<file path="config.mk">
export PLATFORM = sky130hd
export DESIGN_NAME = yuv_to_rgb_clamped
export DESIGN_NICKNAME = d
export VERILOG_FILES = /design/src/rtl/yuvrgb_pkg.sv /design/src/rtl/yuvrgb_csr.sv /design/src/rtl/yuvrgb_mac.sv /design/src/rtl/yuvrgb_clamp.sv /design/src/rtl/yuv_to_rgb_clamped.sv
export SDC_FILE = /design/constraint.sdc
export NUM_CORES = 1
export LEC_CHECK = 0
export ABC_AREA = 1
export BUFFER_PORTS_ARGS = -buffer_cell sky130_fd_sc_hd__clkbuf_2
export CORE_MARGIN = 2
export CORE_UTILIZATION = 69
export CTS_CLUSTER_DIAMETER = 200
export DETAILED_ROUTE_END_ITERATION = 10
export GPL_TIMING_DRIVEN = 0
export MAX_ROUTING_LAYER = met4
export PLACE_DENSITY = 0.88
export SLEW_MARGIN = 20
export SYNTH_ARGS = -nofsm -noshare
export SYNTH_HDL_FRONTEND = slang
export SYNTH_SLANG_ARGS = --single-unit
export TNS_END_PERCENT = 20
</file>
<file path="constraint.sdc">
create_clock -name clock -period 20.1 [get_ports clock]
set_input_delay 5.025 -clock clock [delete_from_list [all_inputs] [get_ports clock]]
set_output_delay 5.025 -clock clock [all_outputs]
set_load 0.1 [all_outputs]
</file>
<file path="src/rtl/yuvrgb_pkg.sv">
`default_nettype none
// ----------------------------------------------------------------------------
// yuvrgb_pkg
// Shared widths, register map and pipeline control types for the YUV to RGB
// converter.
// ----------------------------------------------------------------------------
package yuvrgb_pkg;

   localparam int PIXEL_W    = 8;
   localparam int OFFSET_W   = 9;
   // luma minus offset spans -255..511
   localparam int Y_W        = 10;
   localparam int NUM_STAGES = 4;

   localparam int CSR_ADDR_W = 3;
   localparam int CSR_DATA_W = 32;
   localparam int REG_IDX_W  = CSR_ADDR_W - 2;

   localparam logic [REG_IDX_W-1:0] REG_LUMA_OFFSET = REG_IDX_W'(0);

   typedef struct packed {
      logic [NUM_STAGES-1:0] load;
   } pipe_ctl_type;

endpackage
`default_nettype wire

</file>
<file path="src/rtl/yuvrgb_csr.sv">
`default_nettype none
// ----------------------------------------------------------------------------
// yuvrgb_csr
// Register port holding the luma offset.
// ----------------------------------------------------------------------------
module yuvrgb_csr (
   input  wire logic                              clock,
   input  wire logic                              reset,
   input  wire logic                              csr_psel,
   input  wire logic                              csr_penable,
   input  wire logic                              csr_pwrite,
   input  wire logic [yuvrgb_pkg::CSR_ADDR_W-1:0] csr_paddr,
   input  wire logic [yuvrgb_pkg::CSR_DATA_W-1:0] csr_pwdata,
   output logic      [yuvrgb_pkg::CSR_DATA_W-1:0] csr_prdata,
   output logic                                   csr_pready,
   output logic signed [yuvrgb_pkg::OFFSET_W-1:0] luma_offset
);
   import yuvrgb_pkg::*;

   logic signed [OFFSET_W-1:0] luma_offset_ff;
   logic signed [OFFSET_W-1:0] luma_offset_in;
   logic [REG_IDX_W-1:0]       reg_idx;
   logic                       wr_en;

   assign reg_idx    = csr_paddr[CSR_ADDR_W-1:2];
   assign csr_pready = 1'b1;
   assign wr_en      = csr_psel && csr_penable && csr_pwrite && csr_pready;

   always_comb begin
      luma_offset_in = luma_offset_ff;
      if (wr_en && (reg_idx == REG_LUMA_OFFSET)) begin
         luma_offset_in = csr_pwdata[OFFSET_W-1:0];
      end
   end

   always_ff @(posedge clock) begin
      if (reset) begin
         luma_offset_ff <= '0;
      end else begin
         luma_offset_ff <= luma_offset_in;
      end
   end

   always_comb begin
      csr_prdata = '0;
      if (reg_idx == REG_LUMA_OFFSET) begin
         csr_prdata = {{(CSR_DATA_W-OFFSET_W){1'b0}}, luma_offset_ff};
      end
   end

   assign luma_offset = luma_offset_ff;

endmodule
`default_nettype wire

</file>
<file path="src/rtl/yuvrgb_mac.sv">
`default_nettype none
// ----------------------------------------------------------------------------
// yuvrgb_mac
// Offset subtract, coefficient multiply and channel sums in three registered
// stages.
// ----------------------------------------------------------------------------
module yuvrgb_mac #(
   parameter int COEF_FRAC_BITS = 16,
   parameter int SUM_W          = 30
) (
   input  wire logic                              clock,
   input  wire yuvrgb_pkg::pipe_ctl_type          pipe_ctl,
   input  wire logic signed [yuvrgb_pkg::OFFSET_W-1:0] luma_offset,
   input  wire logic [yuvrgb_pkg::PIXEL_W-1:0]    luma,
   input  wire logic [yuvrgb_pkg::PIXEL_W-1:0]    chroma_u,
   input  wire logic [yuvrgb_pkg::PIXEL_W-1:0]    chroma_v,
   output logic signed [SUM_W-1:0]                red_sum,
   output logic signed [SUM_W-1:0]                green_sum,
   output logic signed [SUM_W-1:0]                blue_sum
);
   import yuvrgb_pkg::*;

   // coefficients are below 2, so one integer bit plus sign
   localparam int  COEF_W = COEF_FRAC_BITS + 2;
   localparam int  PROD_W = COEF_W + Y_W;
   localparam longint ONE = longint'(1) << COEF_FRAC_BITS;

   localparam logic signed [COEF_W-1:0] K_RY =
      COEF_W'((1176 * ONE + 500) / 1000);
   localparam logic signed [COEF_W-1:0] K_RV =
      COEF_W'((127635 * ONE + 50000) / 100000);
   localparam logic signed [COEF_W-1:0] K_RB =
      COEF_W'((290891 * ONE + 5000000) / 10000000);
   localparam logic signed [COEF_W-1:0] K_GY =
      COEF_W'((117589 * ONE + 50000) / 100000);
   localparam logic signed [COEF_W-1:0] K_GU =
      COEF_W'((3127 * ONE + 5000) / 10000);
   localparam logic signed [COEF_W-1:0] K_GV =
      COEF_W'((635371 * ONE + 500000) / 1000000);
   localparam logic signed [COEF_W-1:0] K_GB =
      COEF_W'((105016 * ONE + 500000) / 1000000);
   localparam logic signed [COEF_W-1:0] K_BY =
      COEF_W'((117604 * ONE + 50000) / 100000);
   localparam logic signed [COEF_W-1:0] K_BU =
      COEF_W'((167181 * ONE + 50000) / 100000);
   localparam logic signed [COEF_W-1:0] K_BB =
      COEF_W'((511733 * ONE + 5000000) / 10000000);

   // stage 1
   logic signed [Y_W-1:0]     y_ff, y_in;
   logic signed [PIXEL_W-1:0] u_ff, v_ff;

   // stage 2
   logic signed [PROD_W-1:0] p_ry_ff, p_rv_ff;
   logic signed [PROD_W-1:0] p_gy_ff, p_gu_ff, p_gv_ff;
   logic signed [PROD_W-1:0] p_by_ff, p_bu_ff;

   // stage 3
   logic signed [SUM_W-1:0] r_ff, g_ff, b_ff;
   logic signed [SUM_W-1:0] r_in, g_in, b_in;

   assign y_in = Y_W'($signed({1'b0, luma})) - Y_W'(luma_offset);

   always_ff @(posedge clock) begin
      if (pipe_ctl.load[0]) begin
         y_ff <= y_in;
         u_ff <= chroma_u;
         v_ff <= chroma_v;
      end
   end

   always_ff @(posedge clock) begin
      if (pipe_ctl.load[1]) begin
         p_ry_ff <= PROD_W'(y_ff) * PROD_W'(K_RY);
         p_rv_ff <= PROD_W'(v_ff) * PROD_W'(K_RV);
         p_gy_ff <= PROD_W'(y_ff) * PROD_W'(K_GY);
         p_gu_ff <= PROD_W'(u_ff) * PROD_W'(K_GU);
         p_gv_ff <= PROD_W'(v_ff) * PROD_W'(K_GV);
         p_by_ff <= PROD_W'(y_ff) * PROD_W'(K_BY);
         p_bu_ff <= PROD_W'(u_ff) * PROD_W'(K_BU);
      end
   end

   always_comb begin
      r_in = SUM_W'(p_ry_ff) + SUM_W'(p_rv_ff) - SUM_W'(K_RB);
      g_in = SUM_W'(p_gy_ff) - SUM_W'(p_gu_ff) - SUM_W'(p_gv_ff) - SUM_W'(K_GB);
      b_in = SUM_W'(p_by_ff) + SUM_W'(p_bu_ff) - SUM_W'(K_BB);
   end

   always_ff @(posedge clock) begin
      if (pipe_ctl.load[2]) begin
         r_ff <= r_in;
         g_ff <= g_in;
         b_ff <= b_in;
      end
   end

   assign red_sum   = r_ff;
   assign green_sum = g_ff;
   assign blue_sum  = b_ff;

endmodule
`default_nettype wire

</file>
<file path="src/rtl/yuvrgb_clamp.sv">
`default_nettype none
// ----------------------------------------------------------------------------
// yuvrgb_clamp
// Output stage: floors each channel sum and clamps it to 0..255.
// ----------------------------------------------------------------------------
module yuvrgb_clamp #(
   parameter int COEF_FRAC_BITS = 16,
   parameter int SUM_W          = 30
) (
   input  wire logic                           clock,
   input  wire yuvrgb_pkg::pipe_ctl_type       pipe_ctl,
   input  wire logic signed [SUM_W-1:0]        red_sum,
   input  wire logic signed [SUM_W-1:0]        green_sum,
   input  wire logic signed [SUM_W-1:0]        blue_sum,
   output logic [yuvrgb_pkg::PIXEL_W-1:0]      red,
   output logic [yuvrgb_pkg::PIXEL_W-1:0]      green,
   output logic [yuvrgb_pkg::PIXEL_W-1:0]      blue
);
   import yuvrgb_pkg::*;

   logic [PIXEL_W-1:0] red_ff, green_ff, blue_ff;

   function automatic logic [PIXEL_W-1:0] clamp_byte(input logic signed [SUM_W-1:0] s);
      logic               over;
      logic [PIXEL_W-1:0] res;
      // any integer bit above the byte means the floor is past 255
      over = |s[SUM_W-2:COEF_FRAC_BITS+PIXEL_W];
      res  = s[COEF_FRAC_BITS+PIXEL_W-1:COEF_FRAC_BITS];
      if (s[SUM_W-1]) begin
         res = '0;
      end else if (over) begin
         res = '1;
      end
      return res;
   endfunction

   always_ff @(posedge clock) begin
      if (pipe_ctl.load[3]) begin
         red_ff   <= clamp_byte(red_sum);
         green_ff <= clamp_byte(green_sum);
         blue_ff  <= clamp_byte(blue_sum);
      end
   end

   assign red   = red_ff;
   assign green = green_ff;
   assign blue  = blue_ff;

endmodule
`default_nettype wire

</file>
<file path="src/rtl/yuv_to_rgb_clamped.sv">
`default_nettype none
// ----------------------------------------------------------------------------
// yuv_to_rgb_clamped
// Fixed-point YUV to RGB conversion with luma offset and 0..255 clamping.
// Four register stages lead from input transaction to result valid: offset
// subtract, multiply, channel sum, clamp. Throughput: one pixel per cycle
// while the output is not stalled; each stage refills as soon as it empties.
// Reset clears the stage valid bits and sets the luma offset to zero.
// ----------------------------------------------------------------------------
module yuv_to_rgb_clamped #(
   parameter int COEF_FRAC_BITS = 16
) (
   input  wire logic                              clock,
   input  wire logic                              reset,
   // tdata: luma [7:0], chroma_u [15:8], chroma_v [23:16]
   input  wire logic [23:0]                       req_tdata,
   input  wire logic                              req_tvalid,
   output logic                                   req_tready,
   // tdata: red [7:0], green [15:8], blue [23:16]
   output logic [23:0]                            rsp_tdata,
   output logic                                   rsp_tvalid,
   input  wire logic                              rsp_tready,
   input  wire logic                              csr_psel,
   input  wire logic                              csr_penable,
   input  wire logic                              csr_pwrite,
   input  wire logic [yuvrgb_pkg::CSR_ADDR_W-1:0] csr_paddr,
   input  wire logic [yuvrgb_pkg::CSR_DATA_W-1:0] csr_pwdata,
   output logic      [yuvrgb_pkg::CSR_DATA_W-1:0] csr_prdata,
   output logic                                   csr_pready
);
   import yuvrgb_pkg::*;

   localparam int SUM_W = COEF_FRAC_BITS + Y_W + 4;

   logic signed [OFFSET_W-1:0] luma_offset;
   logic [NUM_STAGES-1:0]      valid_ff, valid_in;
   pipe_ctl_type               pipe_ctl;
   logic signed [SUM_W-1:0]    red_sum, green_sum, blue_sum;
   logic [PIXEL_W-1:0]         red, green, blue;

   // a stage loads when it is empty or its content moves on
   always_comb begin
      pipe_ctl.load[NUM_STAGES-1] = !valid_ff[NUM_STAGES-1] || rsp_tready;
      for (int k = NUM_STAGES - 2; k >= 0; k--) begin
         pipe_ctl.load[k] = !valid_ff[k] || pipe_ctl.load[k+1];
      end
   end

   always_comb begin
      valid_in = valid_ff;
      if (pipe_ctl.load[0]) begin
         valid_in[0] = req_tvalid;
      end
      for (int k = 1; k < NUM_STAGES; k++) begin
         if (pipe_ctl.load[k]) begin
            valid_in[k] = valid_ff[k-1];
         end
      end
   end

   always_ff @(posedge clock) begin
      if (reset) begin
         valid_ff <= '0;
      end else begin
         valid_ff <= valid_in;
      end
   end

   assign req_tready = pipe_ctl.load[0];
   assign rsp_tvalid = valid_ff[NUM_STAGES-1];
   assign rsp_tdata  = {blue, green, red};

   yuvrgb_csr u_csr (
      .clock       (clock),
      .reset       (reset),
      .csr_psel    (csr_psel),
      .csr_penable (csr_penable),
      .csr_pwrite  (csr_pwrite),
      .csr_paddr   (csr_paddr),
      .csr_pwdata  (csr_pwdata),
      .csr_prdata  (csr_prdata),
      .csr_pready  (csr_pready),
      .luma_offset (luma_offset)
   );

   yuvrgb_mac #(
      .COEF_FRAC_BITS (COEF_FRAC_BITS),
      .SUM_W          (SUM_W)
   ) u_mac (
      .clock       (clock),
      .pipe_ctl    (pipe_ctl),
      .luma_offset (luma_offset),
      .luma        (req_tdata[7:0]),
      .chroma_u    (req_tdata[15:8]),
      .chroma_v    (req_tdata[23:16]),
      .red_sum     (red_sum),
      .green_sum   (green_sum),
      .blue_sum    (blue_sum)
   );

   yuvrgb_clamp #(
      .COEF_FRAC_BITS (COEF_FRAC_BITS),
      .SUM_W          (SUM_W)
   ) u_clamp (
      .clock     (clock),
      .pipe_ctl  (pipe_ctl),
      .red_sum   (red_sum),
      .green_sum (green_sum),
      .blue_sum  (blue_sum),
      .red       (red),
      .green     (green),
      .blue      (blue)
   );

   // full pipeline with a stalled output must refuse new pixels
   assert property (@(posedge clock) disable iff (reset)
      ((&valid_ff) && !rsp_tready) |-> !req_tready)
      else $error("input taken while pipeline full and stalled");

   // a result only appears after the sum stage held a pixel
   assert property (@(posedge clock) disable iff (reset)
      $rose(rsp_tvalid) |-> $past(valid_ff[NUM_STAGES-2]))
      else $error("result valid without a pixel in the sum stage");

   // offset register takes the written data
   assert property (@(posedge clock) disable iff (reset)
      (csr_psel && csr_penable && csr_pwrite && csr_pready
       && (csr_paddr[CSR_ADDR_W-1:2] == REG_LUMA_OFFSET))
      |=> (luma_offset == $past(csr_pwdata[OFFSET_W-1:0])))
      else $error("luma offset write lost");

endmodule
`default_nettype wire
</file>
Yosys cells after proc, flatten, opt, wreduce, memory -nomap -nowiden
Cells that the tools add are included.

Memories kept: 0. Latch bits: 0. Output and inout bits: 59. Input port bits: 66. Memory bits (writable): 0. Memory bits (read-only): 0. Logic and storage cells: 55. Flip-flop bits (word level): 332.

Muxes and demuxes: 4. Equal/unequal tests: 0. Magnitude comparators: 0. Div/mod/pow operators: 0. Reduce and logical (&&, ||, !) cells: 14. Shift operators: 0. Add/subtract/negate cells: 8. Bitwise gates (word level): 1. Multipliers: 7.

Operators with widths (number): adder 28 x 26 -> 29 bit (2); multiplier 10 x 18 -> 28 bit (second input constant) (2); multiplier 8 x 16 -> 24 bit (second input constant) (2); subtractor 29 x 25 -> 30 bit (1); subtractor 30 x 12 -> 30 bit (second input constant) (1); subtractor 30 x 13 -> 30 bit (second input constant) (1); subtractor 30 x 14 -> 30 bit (second input constant) (1); subtractor 28 x 24 -> 29 bit (1); multiplier 10 x 17 -> 27 bit (second input constant) (1); multiplier 8 x 18 -> 26 bit (second input constant) (1); two-way mux 8 bit (3); multiplier 8 x 14 -> 22 bit (second input constant) (1); OR reduction 5 bit (3); subtractor 9 x 9 -> 10 bit (1); two-way mux 9 bit (1); zero test 1 bit (4); logical OR 1 bit (4); logical AND 1 bit (3); NOT 1 bit (1).

Logic depth before layout (Yosys ltp)
Gate-level depths: netlist of the first run.

Depth after elaboration: 5. Depth in mapped cells: 23. Depth with buffers taken out: 23.

Cells and area by module
From an unflattened synthesis of the first run, not the netlist that was laid out.

Cell total of the unflattened synthesis: 4357. Area, all modules: 33992.6 um^2.

By module, submodules not included: yuvrgb_mac (area an instance 32175.9 um^2, cells an instance 4145, sequential area each 8558.2 um^2, instances 1); yuvrgb_clamp (area an instance 983.4 um^2, cells an instance 87, sequential area each 720.7 um^2, instances 1); yuvrgb_csr (area an instance 685.7 um^2, cells an instance 107, sequential area each 180.2 um^2, instances 1); yuv_to_rgb_clamped (area an instance 147.6 um^2, cells an instance 18, sequential area each 80.1 um^2, instances 1).

Worst setup path before layout of the first run
No wires, ideal clock.

Path kind: input -> output. Start point: input port rsp_tready. End point: output port req_tready. Arrival: 7905 ps. Path buffers: 0. Data required time: 15075 ps. Stages: 6. Setup slack: 7170 ps. Path through: nor2_1 > inv_1 > nor2_1 > inv_1 > nor2_1 > nand2_1.

RTL lines: start: declaration (line yuv_to_rgb_clamped.sv:22) `input wire logic rsp_tready,`; end: declaration (line yuv_to_rgb_clamped.sv:18) `output logic req_tready,`.

==> results of run 1 <==
==> cell type report <==
type	count	area, sq um
Inverter	803	3020
Antenna cell	1	2.50
Buffer	43	260
Fill cell	3192	10800
Clock inverter	20	225
Sequential cell	274	8100
Timing Repair Buffer	76	425
Clock buffer	35	769
Tap cell	585	732
Multi-Input combinational cell	2542	18700
==> path summary, 6_finish.rpt <==
check / start / slack, ps / cells past startpoint / end
max reg2reg: u_mac.y_ff[9] / 14560 / 17 / u_mac.p_by_ff[25]
max: rsp_tready / 7330 / 8 / req_tready
min: valid_ff[2] / 460 / 2 / valid_ff[3]
min reg2reg: valid_ff[2] / 460 / 2 / valid_ff[3]
==> registers in the layout (all words and copies together) (netlist names), 9 cells and up <==
signal / count
u_csr.luma_offset: 9
u_mac.blue_sum: 14
u_mac.green_sum: 14
u_mac.p_bu_ff: 23
u_mac.p_by_ff: 28
u_mac.p_gu_ff: 24
u_mac.p_gv_ff: 21
u_mac.p_gy_ff: 27
u_mac.p_rv_ff: 26
u_mac.p_ry_ff: 20
u_mac.red_sum: 14
u_mac.y_ff: 10
==> cells by family (layout without fill, tap and decap cells) <==
group | after synthesis | count (layout) | share of synthesized area
fa+ha+maj | 656 | 656 | 0.317
xor+xnor | 154 | 154 | 0.0450
compound gates | 408 | 408 | 0.0765
buf+inv | 846 | 977 | 0.109
flops | 274 | 274 | 0.270
other cells | 2 | 25 | 0.000251
simple gates | 1300 | 1300 | 0.181
==> synth_stat cells (all sizes together) (13+ instances only) <==
cell type / count
o21ai: 91
fa: 174
o21bai: 14
inv: 802
nor2: 243
nand2: 806
a211oi: 17
nand3: 153
nor3: 35
xnor2: 39
ha: 482
edfxtp: 261
dfxtp: 13
nand4: 32
a21o: 15
xor2: 115
clkbuf: 13
buf: 30
a21oi: 225
==> critical path, stage by stage <==
cell,delay [ps]
clkbuf_2,80
nor2_1,30
inv_1,690
nor2_1,110
inv_2,350
nor2_1,210
nand2_2,640
clkbuf_2,580
==> routing by layer <==
metal	up-vias	part of all wire	global-route usage
li1	11892	-	-
met1	11087	0.44	0.451
met2	946	0.45	0.524
met3	165	0.079	0.0396
met4	0	0.036	0.109
met5	-	0	-
==> metrics by stage <==
step / instance area [sq um] / util / cells / setup slack [ps]
2_1_floorplan: 30100 / - / 3662 / 7170
3_3_place_gp: 31200 / 0.725 / 4321 / 6170
3_5_place_dp: 31200 / 0.726 / 4323 / 7280
4_1_cts: 32200 / 0.749 / 4378 / 7280
5_1_grt: 32200 / 0.750 / 4379 / 7080
6_report: 32200 / 0.750 / 4379 / 7330
==> reports/summary.txt, run 1 <==
Gp weighted congestion: 0.999
Ports: 125
Syn Area/Cell: 8.23 sq um
Initial core utilization: 0.697
TritonCTS buffer count: 30
Die X: 212 um
First DRT Iteration DRCs: 2082
Worst Tran Pin Value: 960 ps
Synth-to-Final Area Change: 7.50%
Clk buf depth: 3
CTS Sinks: 274
Post_cts resized: 0
Top-area cell type share of the netlist area: 0.262
Class of the worst hold path: reg2reg
FP Rows: 76
CTS tree: yes
Mapped cell area: 30000 sq um
Critical-path maximum fanout: 28
Post-synth top area cell: edfxtp_1
Overall Global Routing Usage: 0.333
Mean routed wirelength per cell: 16.3 um
Largest net degree at the start of global routing: 112
FF+latch count, synth: 274
Clk pin slew, worst setup/hold paths: 60 ps
Clk_lat worst skew: 610 ps
Htree depth: 1
Layout net count: 4492
Fin. Hold Viols: 0
Fin. max-slew vios: 0
Crit end category: output port
Post-synth EDFFs: 261
Most frequent cells in the layout: 798 x inv_1, 785 x nand2_1, 482 x ha_1
Hold_buf cts: 0
Fmax: 0.0783 GHz
Ranking of synthesized cells by area: edfxtp_1 26%, ha_1 20%, fa_1 12%, inv_1 10%, nand2_1 9.8%
Initial antenna violation count: 2
Outcome: finished clean
Final WL: 71500 um
Core region area: 43000 sq um
Post CTS Setup Buffer Count: 0
Root Driver: clkbuf_16
Setup_tns: 0 ps
Final setup fails: 0
Vias per cell: 5.50
DRC viols: 0
Post-route ant nets: 0
TritonRoute pass-1 iters: 6
Final period util: 0.635
Post-DP HPWL: 59500 um
Async set or reset register ratio after synthesis: 0
CP Launch Type: primary input
Library cells used by synthesis: 53
Mapped Cells: 3640
Die Y: 212 um
Via count: 24090
Register area share after synthesis: 0.270
Top FF cell, synth: edfxtp_1
Worst EP required: 15070 ps
Minimum clock period after layout: 12770 ps
IO buf count: 74
First-pass GRT wire length: 115000 um
Maxcap violations: 0
Critical path class: in2out
Crit path DAT: 7750 ps
Yosys warns: 0
Layout cell share with drive strength beyond 1: 0.0546
RSZ-0062 raised after global routing: no
Die area: 45100 sq um
Max_slew headroom: 0.359
GR Overflow Total: 0
Commonest non-fill, non-tap cell in the layout: inv_1
Clock skew: 24.2 ps
Vias in the first global route: 23368
Worst hold margin: 463 ps
Power of run 1 is left out: the tool's default activity adds up to more than one toggle a clock period on the data nets, which glitch-free logic cannot reach.
==> run 2: changes to the inputs <==
--- a/config.mk
+++ b/config.mk
@@ -8,12 +8,12 @@
 export ABC_AREA = 1
 export BUFFER_PORTS_ARGS = -buffer_cell sky130_fd_sc_hd__clkbuf_2
 export CORE_MARGIN = 2
-export CORE_UTILIZATION = 69
+export CORE_UTILIZATION = 65
 export CTS_CLUSTER_DIAMETER = 200
 export DETAILED_ROUTE_END_ITERATION = 10
 export GPL_TIMING_DRIVEN = 0
 export MAX_ROUTING_LAYER = met4
-export PLACE_DENSITY = 0.88
+export PLACE_DENSITY = 0.83
 export SLEW_MARGIN = 20
 export SYNTH_ARGS = -nofsm -noshare
 export SYNTH_HDL_FRONTEND = slang
==> constraint.sdc (replaced) <==
create_clock -name clock -period 12 [get_ports clock]
set_input_delay 3 -clock clock [delete_from_list [all_inputs] [get_ports clock]]
set_output_delay 3 -clock clock [all_outputs]
set_load 0.1 [all_outputs]
==> run 2 against run 1 <==
Against the previous run: worst setup slack got worse by 4100 ps; clock skew fell by 14 ps; clock-buffer cell count did not move; routed wire length fell by 2.4%; critical endpoint unchanged; highest routed layer unchanged.
==> reports/summary.txt, run 2 (same netlist as run 1, synthesis figures left out) <==
CP Launch Type: primary input (unchanged)
Clk pin slew, worst setup/hold paths: 60 ps (about the same)
Max_slew headroom: 0.336 (was 0.359)
CP bufs+invs: 4 (unchanged)
Largest net degree at the start of global routing: 114 (was 112)
Post_cts resized: 0 (unchanged)
GR Overflow Total: 0 (unchanged)
Vias in the first global route: 22806 (was 23368)
WL met2: 30900 um (was 32000 um)
First-pass GRT wire length: 113000 um (was 115000 um)
Fill count: 3664 (was 3192)
Gp weighted congestion: 0.996 (was 0.999)
Die X: 219 um (was 212 um)
TritonRoute pass-1 iters: 5 (was 6)
Commonest non-fill, non-tap cell in the layout: inv_1 (unchanged)
Max FFs per register: 28 (unchanged)
Synth-to-Final Area Change: 7.59% (was 7.50%)
Crit end category: output port (unchanged)
Post-route ant nets: 0 (unchanged)
Final period util: 0.728
Fmax: 0.114 GHz
Largest regs: u_mac.p_by_ff x28, u_mac.p_gy_ff x27, u_mac.p_rv_ff x26 (unchanged)
Mean routed wirelength per cell: 15.9 um (was 16.3 um)
Fin. Hold Viols: 0 (unchanged)
FP Rows: 78 (was 76)
Setup_tns: 0 ps (unchanged)
Minimum clock period after layout: 8730 ps
Metal-1 WL: 31000 um (was 31300 um)
Max incr delay on CP: 710 ps (was 690 ps)
Hold_buf cts: 0 (unchanged)
Initial antenna violation count: 2 (unchanged)
Htree depth: 1 (unchanged)
Via count: 23930 (was 24090)
CTS tree: yes (unchanged)
Met3 WL: 5420 um (was 5660 um)
Final setup fails: 0 (unchanged)
Fin. max-slew vios: 0 (unchanged)
Die Y: 219 um (was 212 um)
Root Driver: clkbuf_16 (unchanged)
Vias per cell: 5.44 (was 5.50)
Most frequent cells in the layout: 798 x inv_1, 785 x nand2_1, 482 x ha_1 (unchanged)
DR top layer: met4 (unchanged)
Die area: 47800 sq um (was 45100 sq um)
Layout net count: 4493 (was 4492)
Post CTS Setup Buffer Count: 0 (unchanged)
Clock skew: 10.1 ps (was 24.2 ps)
IO buf count: 74 (unchanged)
Critical-path maximum fanout: 28 (unchanged)
First DRT Iteration DRCs: 1793 (was 2082)
Post-DP HPWL: 58900 um (was 59500 um)
Most used cell, CP: nor2_1 (unchanged)
Class of the worst hold path: reg2reg (unchanged)
Worst EP required: 9000 ps (was 15070 ps)
Outcome: finished clean (unchanged)
Clk buf depth: 3 (unchanged)
Slowest library cell on the worst path: inv_1 (unchanged)
Largest Register: u_mac.p_by_ff (unchanged)
Crit path DAT: 5730 ps (was 7750 ps)
TritonCTS buffer count: 31 (was 30)
Layout cell share with drive strength beyond 1: 0.0548 (was 0.0546)
DRC viols: 0 (unchanged)
Kind of cell adding the most delay to the critical path: buffers and inverters (unchanged)
RSZ-0062 raised after global routing: no (unchanged)
Ports: 125 (unchanged)
Final WL: 69800 um (was 71500 um)
Initial core utilization: 0.659 (was 0.697)
Maxcap violations: 0 (unchanged)
CTS Sinks: 274 (unchanged)
Critical path class: in2out (unchanged)
Core region area: 45500 sq um (was 43000 sq um)
Overall Global Routing Usage: 0.307 (was 0.333)
Clk_lat worst skew: 590 ps (was 610 ps)
CP Cell Sequence: clkbuf_2 > nor2_1 > inv_1 > nor2_1 > inv_2 > nor2_1 > nand2_2 > clkbuf_2 (unchanged)
Worst Tran Pin Value: 994 ps (was 960 ps)
[run 2: worst paths after layout]
| kind | start | end | slack (ps) | cells past startpoint |
|---|---|---|---|---|
| max | rsp_tready | req_tready | 3270 | 8 |
| min | valid_ff[1] | valid_ff[2] | 460 | 2 |
| max reg2reg | u_mac.y_ff[9] | u_mac.p_gy_ff[26] | 6300 | 16 |
| min reg2reg | valid_ff[1] | valid_ff[2] | 460 | 2 |
[run 2: area by class of cell]
| class | instances | area [sq um] | share of cell area |
|---|---|---|---|
| Buffer | 43 | 260 | 0.00807 |
| Clock inverter | 23 | 211 | 0.00656 |
| Inverter | 803 | 3020 | 0.0937 |
| Antenna cell | 1 | 2.50 | 0.0000776 |
| Tap cell | 600 | 751 | 0.0233 |
| Timing Repair Buffer | 76 | 425 | 0.0132 |
| Clock buffer | 35 | 791 | 0.0245 |
| Sequential cell | 274 | 8100 | 0.251 |
| Multi-Input combinational cell | 2542 | 18700 | 0.579 |
[run 2: per-stage QoR]
stage                     std cells  area [sq um]  hold WS (ps)  worst slack (ps)  utilization
after floorplan                3662         30100           430              3120            -
after global placement         4336         31200           433              1820        0.685
after detailed placement       4338         31200           452              3230        0.687
after CTS                      4396         32200           461              3230        0.709
after global routing           4397         32200           514              2990        0.709
final                          4397         32200           459              3270        0.709
[run 2: tightest hold or removal path: stages (launching register included)]
cell	delay [ps]
dfxtp_1	300
inv_1	60
a21oi_1	60
[run 2: metal layers]
layer / track usage / vias up
met5: - / -
met4: 0.0975 / 0
met3: 0.0544 / 153
met2: 0.473 / 789
met1: 0.415 / 11079
li1: - / 11909
Power of run 2 is left out for the same reason.
